===== src/hdl/pbpm_pkg.sv =====
`default_nettype none
// ----------------------------------------------------------------------------
// pbpm_pkg
// Shared types and constants of the packet buffer pool manager.
// ----------------------------------------------------------------------------
package pbpm_pkg;

    localparam int POOL_BUFFERS = 1024;
    localparam int IDX_W        = $clog2(POOL_BUFFERS);
    localparam int TOP_W        = IDX_W + 1;
    localparam int BULK_MAX     = 16;
    localparam int CNT_W        = $clog2(BULK_MAX + 1);
    localparam int LEN_W        = 16;
    localparam int OFF_W        = 26;

    localparam logic [LEN_W-1:0] RST_HEAD = 16'd128;
    localparam logic [LEN_W-1:0] RST_TAIL = 16'd1920;

    localparam logic [0:0] CFG_BUFFER_SIZE = 1'd0;
    localparam logic [0:0] CFG_HEADROOM    = 1'd1;

    localparam logic [2:0] ST_OK     = 3'd0;
    localparam logic [2:0] ST_NOROOM = 3'd1;
    localparam logic [2:0] ST_INVAL  = 3'd2;
    localparam logic [2:0] ST_EMPTY  = 3'd3;
    localparam logic [2:0] ST_FULL   = 3'd4;

    localparam logic [2:0] REQ_ALLOC   = 3'd0;
    localparam logic [2:0] REQ_FREE    = 3'd1;
    localparam logic [2:0] REQ_RELEASE = 3'd2;
    localparam logic [2:0] REQ_PUSH    = 3'd3;
    localparam logic [2:0] REQ_PULL    = 3'd4;
    localparam logic [2:0] REQ_PUT     = 3'd5;
    localparam logic [2:0] REQ_TRIM    = 3'd6;

    typedef enum logic [2:0] {
        OP_ALLOC, OP_FREE, OP_RELEASE, OP_PUSH, OP_PULL, OP_PUT, OP_TRIM, OP_BAD
    } t_op;

    typedef struct packed {
        t_op              op;
        logic [IDX_W-1:0] idx;
        logic [LEN_W-1:0] amt;
    } t_req;

    typedef struct packed {
        logic             clearing;
        logic [TOP_W-1:0] free_count;
    } t_stat;

endpackage
`default_nettype wire


===== src/hdl/pbpm_front.sv =====
`default_nettype none
// ----------------------------------------------------------------------------
// pbpm_front
// Accepts request words, decodes the request code and queues them in a two-entry queue.
// ----------------------------------------------------------------------------
module pbpm_front (
    input  wire logic                 i_clk,
    input  wire logic                 i_rst_n,
    input  wire logic                 i_s_tvalid,
    output logic                      o_s_tready,
    input  wire logic [31:0]          i_s_tdata,
    input  wire logic [2:0]           i_s_tuser,
    input  wire logic                 i_busy,
    input  wire logic                 i_pop,
    output logic                      o_valid,
    output pbpm_pkg::t_req            o_req
);

    pbpm_pkg::t_req r_q [2];
    logic           r_wp, r_rp;
    logic [1:0]     r_cnt;
    pbpm_pkg::t_req w_in;
    logic           w_push;

    always_comb begin
        w_in.idx = i_s_tdata[9:0];
        w_in.amt = i_s_tdata[25:10];
        case (i_s_tuser)
            pbpm_pkg::REQ_ALLOC:   w_in.op = pbpm_pkg::OP_ALLOC;
            pbpm_pkg::REQ_FREE:    w_in.op = pbpm_pkg::OP_FREE;
            pbpm_pkg::REQ_RELEASE: w_in.op = pbpm_pkg::OP_RELEASE;
            pbpm_pkg::REQ_PUSH:    w_in.op = pbpm_pkg::OP_PUSH;
            pbpm_pkg::REQ_PULL:    w_in.op = pbpm_pkg::OP_PULL;
            pbpm_pkg::REQ_PUT:     w_in.op = pbpm_pkg::OP_PUT;
            pbpm_pkg::REQ_TRIM:    w_in.op = pbpm_pkg::OP_TRIM;
            default:               w_in.op = pbpm_pkg::OP_BAD;
        endcase
    end

    assign o_s_tready = (r_cnt != 2'd2) && !i_busy;
    assign w_push     = i_s_tvalid && o_s_tready;
    assign o_valid    = (r_cnt != 2'd0);
    assign o_req      = r_q[r_rp];

    always_ff @(posedge i_clk) begin
        if (!i_rst_n) begin
            r_wp  <= 1'b0;
            r_rp  <= 1'b0;
            r_cnt <= 2'd0;
        end else begin
            if (w_push) begin
                r_wp <= ~r_wp;
            end
            if (i_pop) begin
                r_rp <= ~r_rp;
            end
            r_cnt <= r_cnt + {1'b0, w_push} - {1'b0, i_pop};
        end
    end

    always_ff @(posedge i_clk) begin
        if (w_push) begin
            r_q[r_wp] <= w_in;
        end
    end

endmodule
`default_nettype wire


===== config.mk =====
export PLATFORM = sky130hd
export DESIGN_NAME = pbpm_front
export DESIGN_NICKNAME = d
export VERILOG_FILES = /design/src/hdl/pbpm_pkg.sv /design/src/hdl/pbpm_front.sv
export SDC_FILE = /design/constraint.sdc
export NUM_CORES = 1
export LEC_CHECK = 0
export BUFFER_PORTS_ARGS = -buffer_cell sky130_fd_sc_hd__buf_2
export CORE_MARGIN = 2
export CORE_UTILIZATION = 41
export DETAILED_ROUTE_END_ITERATION = 16
export PLACE_DENSITY = 0.66
export RECOVER_POWER = 100
export SYNTH_ARGS = -nofsm -noshare
export SYNTH_HDL_FRONTEND = slang
export SYNTH_SLANG_ARGS = --single-unit

===== constraint.sdc =====
create_clock -name i_clk -period 5 [get_ports i_clk]
set_clock_uncertainty 0.1 [all_clocks]
set_input_delay 1 -clock i_clk [delete_from_list [all_inputs] [get_ports i_clk]]
set_output_delay 1 -clock i_clk [all_outputs]
set_load 0.01 [all_outputs]

==> results.tsv, run 1 <==
metric	value	unit
first-pass GRT wire length	6.35	mm
commonest non-fill, non-tap cell in the layout	edfxtp_1	
Worst Hold End	r_rp$_SDFFE_PN0P_	
RSZ-0062 raised after global routing	false	
commonest cells after routing, fill and taps aside	edfxtp_1 (58), clkbuf_1 (49), mux2_2 (28), buf_2 (17), clkbuf_8 (9)	
crit-path leading delay family	buffers and inverters	
Synth Area in Compound Gates	0.428	%
Hold Path Stages	2	
crit path max fanout	17	
Synth Area in XOR/XNOR	1.12	%
Synth Area in Simple Gates	2.73	%
Post-CTS Setup Bufs	0	
reg2reg end	r_q[1][15]$_DFFE_PP_	
Worst-Skew Late Latency	0.32	ns
CP Capture Type	output pin	
# IOs	71	
Starting Density	42.5	%
hold buffers post-CTS	0	
hold crit path type	reg -> reg	
nets@finish	232	
fin crit period	3.42	ns
Max Freq	292	MHz
Yosys top cell by area	edfxtp_1	
met1 Use GR	15.0	%
DRC Markers	0	
multiplexer share of the synthesized area	14.0	%
Syn. warnings	0	
Setup crit start kind	register	
placed instance area	2730	um2
initial antenna violation count	0	
mean post-synth cell area	19.7	um2
Core ar.	5510	um2
number of global-route vias before repair	1372	
cell count after synthesis	119	
Die W	79.5	um
clk sinks	63	
slowest cell delay on critical path	0.78	ns
final setup vio count	0	
Yosys cell types	22	
min-delay src	r_rp$_SDFFE_PN0P_	
maxcap violations	0	
Required @ worst endpoint	3.90	ns
ant diodes	0	
layout cells sized above 1	32.3	%
Power Dens Cells	421	nW/um2
status	completed	
DRT Pass-1 Iters	3	
final wirelength	4.01	mm
Rows	27	
WHS	0.428	ns
fin area	2880	um2
worst flop-to-flop path startpoint	r_cnt[1]$_SDFF_PN0_	
gr usage total	14.0	%
GR Layer Usage met3	3.51	%
input/output buffers	64	
reg-to-reg slack, setup	2.50	ns
max-slew violation count	0	
Worst Tran Pin Value	1.18	ns
Num CTS Buffers	9	
root buffer cell	clkbuf_8	
top cell type's share of synthesized area	74.4	%
dpl cells	251	
Seq/Total Area, Yosys	78.7	%
Longest Clk Path Bufs	2	
CTS clock-pin slew for the worst setup and hold paths	0.07	ns
Yosys reg bits	63	
drt wl/cell	15.0	um
pin count of the biggest net entering global routing	30	
CTS tree	yes	
Synth Flop Type	edfxtp_1	
H-Tree Depth	3	
largest family of logic cells by synthesized area	multiplexers	
GR Util met2	24.5	%
most used cell, CP	clkbuf_1	
ANT nets after route	0	
global routing's busiest layer	met2	
Setup CP Type	reg -> out	
Final Wtd Congestion	0.740	
DP Wirelength	2.67	mm
Area contributors post-synth	edfxtp_1 (74%), mux2_2 (13%), dfxtp_1 (4.3%)	
synthesized area	2340	um2
WP data arrival	2.32	ns
Post-Synth Adder-Cell Area	1.07	%
Post-synth EDFFs	58	
Sum Neg Setup Slack	0	ns
Slowest-stage cell, CP	clkbuf_1	
final hold violation count	0	
Non-Filler Instances	267	
Post-CTS Resized	0	
area grow syn2layout	22.9	%
peak supply drop	0.205	mV
crit-path cells	clkbuf_1, mux2_2, clkbuf_1	
Leak	0.993	nW
WP buf/inv	2	
die area	6330	um2
Synthesized Nets	161	
async set or reset register ratio after synthesis	0	%
GRT overflow	0	
Reg2Reg Depth	4	
vias	1244	
initial DRC count	45	
slew margin rel.	21.0	%
DR vias/cell	4.66	
die height	79.5	um
final core occ	52.2	%
Tcrit/Tclk final	68.4	%
[metrics by stage]
step	power, mW	setup WS (ns)
after global routing	1.26	1.38
after detailed placement	0.774	2.03
after floorplan	0.718	2.46
final	1.21	1.58
after CTS	1.23	1.96
after global placement	0.766	2.09
[worst min-delay path, cell delays in order (launching register included)]
cell and delay, ns:
dfxtp_1 0.33, xnor2_1 0.09, nor2_1 0.08
[power by group]
group	switching, mW	total (mW)	internal, mW
logic	0.0698	0.128	0.0582
clock network	0.182	0.459	0.277
registers	0.0138	0.625	0.611
[cell usage after synthesis, types with 2 or more instances]
master and count:
edfxtp_1 58, mux2_2 28, dfxtp_1 5, nor2_1 4, clkbuf_1 3, inv_1 3, ha_1 2, xnor2_1 2
[worst max path at each step]
stage                        start                    to  slack [ns]  cells past startpoint
after floorplan             i_busy   r_q[1][0]$_DFFE_PP_        2.46                      2
after global placement      i_busy   r_q[0][7]$_DFFE_PP_        2.09                      4
after detailed placement    i_busy  r_q[0][24]$_DFFE_PP_        2.03                      4
after CTS                 register              o_req[0]        1.96                      3
after global routing      register              o_req[0]        1.38                      3
final                     register              o_req[9]        1.58                      3
[state kept, by name (all words and copies together), names as in the netlist, named ones only]
register	cells
r_q	58
r_cnt	2
r_rp	1
r_wp	1
[kinds of logic (layout without fill, tap and decap cells)]
group / Yosys count / after routing
AOI/OAI and AO/OA: 2 / 2
xor gates and xnor gates: 3 / 3
adders and majority gates: 2 / 2
buffers and inverters: 9 / 85
DFF: 63 / 63
muxes: 29 / 29
and+or+nand+nor: 11 / 11
[metal layers]
metal  part of all wire [%]  vias up
met4                    2.2        0
met5                      0        -
li1                       -      590
met1                     39      604
met2                     53       42
met3                    5.8        8
[final cells by class]
class | instances | area (um2)
tap | 72 | 90.1
clock inverter | 7 | 87.6
multi-input combinational | 47 | 452
timing repair buffer | 66 | 269
fill | 481 | 2630
clock buffer | 9 | 124
inverter | 3 | 11.3
sequential | 63 | 1840
(Power assumes the default switching activity.)
==> run 2: changes to the inputs <==
- PLACE_DENSITY: 0.66 -> 0.69
- clock period: 5 -> 2.75 ns (I/O delays scaled with it)
==> results.tsv, run 2 (same netlist as run 1, synthesis figures left out) <==
metric	value	unit
Worst Tran Pin Value	1.04	ns
CTS tree	yes	
RSZ-0062 raised after global routing	false	
fin crit period	2.25	ns
slew margin rel.	30.8	%
Setup CP Type	reg -> reg	
Max Freq	445	MHz
hold buffers post-CTS	0	
DRT Pass-1 Iters	4	
internal power	1.72	mW
gr usage total	13.5	%
Worst-Skew Late Latency	0.33	ns
initial antenna violation count	0	
# IOs	71	
status	completed	
Longest Clk Path Bufs	2	
fillers	480	
nets@finish	236	
peak supply drop	0.432	mV
Required @ worst endpoint	2.60	ns
pin count of the biggest net entering global routing	19	
H-Tree Depth	3	
Num CTS Buffers	9	
Reg2Reg Depth	4	
final hold violation count	0	
first-pass GRT wire length	6.04	mm
Power Dens Cells	762	nW/um2
Post-CTS Setup Bufs	0	
Gate power share	10.9	%
die area	6330	um2
clock share of power	37.9	%
ANT nets after route	0	
hold crit path type	in -> reg	
area grow syn2layout	23.4	%
Starting Density	42.5	%
Die W	79.5	um
maxcap violations	0	
root buffer cell	clkbuf_8	
reg-to-reg slack, setup	0.50	ns
die height	79.5	um
drt wl/cell	14.3	um
commonest non-fill, non-tap cell in the layout	edfxtp_1	
Tcrit/Tclk final	81.8	%
crit-path cells	nor2b_1, or3_1, inv_1, clkbuf_1	
DP Wirelength	2.69	mm
crit path max fanout	18	
initial DRC count	44	
Top reg by flops	r_q	
Setup crit start	r_cnt[1]$_SDFF_PN0_	
final wirelength	3.89	mm
DRC Markers	0	
Slowest-stage cell, CP	clkbuf_1	
ant diodes	0	
GRT overflow	0	
Final Wtd Congestion	0.754	
Leak	0.999	nW
Sw Share	21.9	%
max-slew violation count	0	
Sum Neg Setup Slack	0	ns
final core occ	52.4	%
worst flop-to-flop path startpoint	r_cnt[1]$_SDFF_PN0_	
layout cells sized above 1	31.7	%
max FFs per register	58	
CTS clock-pin slew for the worst setup and hold paths	0.07	ns
Setup crit start kind	register	
placed instance area	2760	um2
input/output buffers	64	
final setup vio count	0	
number of global-route vias before repair	1296	
reg2reg end	r_q[0][12]$_DFFE_PP_	
Sw Pwr	0.483	mW
top flop regs	r_q: 58 flops, r_cnt: 2 flops	
Post-CTS Resized	0	
clk sinks	63	
share of power burned in registers	51.3	%
commonest cells after routing, fill and taps aside	edfxtp_1 (58), clkbuf_1 (52), mux2_2 (28), buf_2 (16), clkbuf_8 (9)	
vias	1257	
Rows	27	
Core ar.	5510	um2
slowest cell delay on critical path	0.77	ns
WP data arrival	2.10	ns
DR vias/cell	4.64	
fin area	2890	um2
CP Capture Type	register	
CP Capture Point	r_q[0][12]$_DFFE_PP_	
-- run 2: cell type report --
type                    count  area (um2)  share of cell area (%)
flip-flops and latches     63        1840                    63.8
multi-input cells          47         444                    15.4
repair buffers             70         288                    9.97
clock buffers               9         124                    4.29
well taps                  72        90.1                    3.12
clock inverters             7        87.6                    3.03
inverters                   3        11.3                   0.390
-- run 2: worst min-delay path by stage --
stage,startpoint,to,depth (start not counted)
6_report,i_s_tdata[17],r_q[1][7]$_DFFE_PP_,1
5_1_grt,i_s_tdata[15],r_q[1][5]$_DFFE_PP_,1
4_1_cts,i_s_tdata[11],r_q[0][1]$_DFFE_PP_,1
3_5_place_dp,r_rp$_SDFFE_PN0P_,register,2
3_3_place_gp,r_wp$_SDFFE_PN0P_,r_wp$_SDFFE_PN0P_,2
2_1_floorplan,r_wp$_SDFFE_PN0P_,r_wp$_SDFFE_PN0P_,2
-- run 2: power by group through the flow --
stage | sequential, mW | combinational, mW | clock [mW]
final | 1.13 | 0.239 | 0.833
after global routing | 1.13 | 0.264 | 0.898
after floorplan | 1.14 | 0.162 | 0
after CTS | 1.13 | 0.267 | 0.858
after global placement | 1.14 | 0.256 | 0
after detailed placement | 1.15 | 0.266 | 0
-- run 2: worst max-delay path: cells and delay by family, from the launching register on --
family                 cells  cell delay, ns
buffers and inverters      2            0.86
flip-flops                 1            0.34
AND/OR/NAND/NOR            2            0.56
-- run 2: routing by layer --
metal  vias up  GRT usage (%)  part of all wire, %
li1        602              -                    -
met1       600           15.4                   43
met2        50           21.1                   49
met5         -              0                    0
met3         5           6.11                  7.4
met4         0           7.24                  1.5
-- run 2: metrics by stage --
step / cells / setup WS (ns) / total power [mW] / hold WS, ns
4_1_cts: 271 / 0.644 / 2.25 / 0.287
3_5_place_dp: 255 / 0.769 / 1.42 / 0.405
5_1_grt: 271 / 0.399 / 2.30 / 0.278
6_report: 271 / 0.501 / 2.20 / 0.303
2_1_floorplan: 119 / 0.656 / 1.31 / 0.358
3_3_place_gp: 255 / 0.863 / 1.40 / 0.374
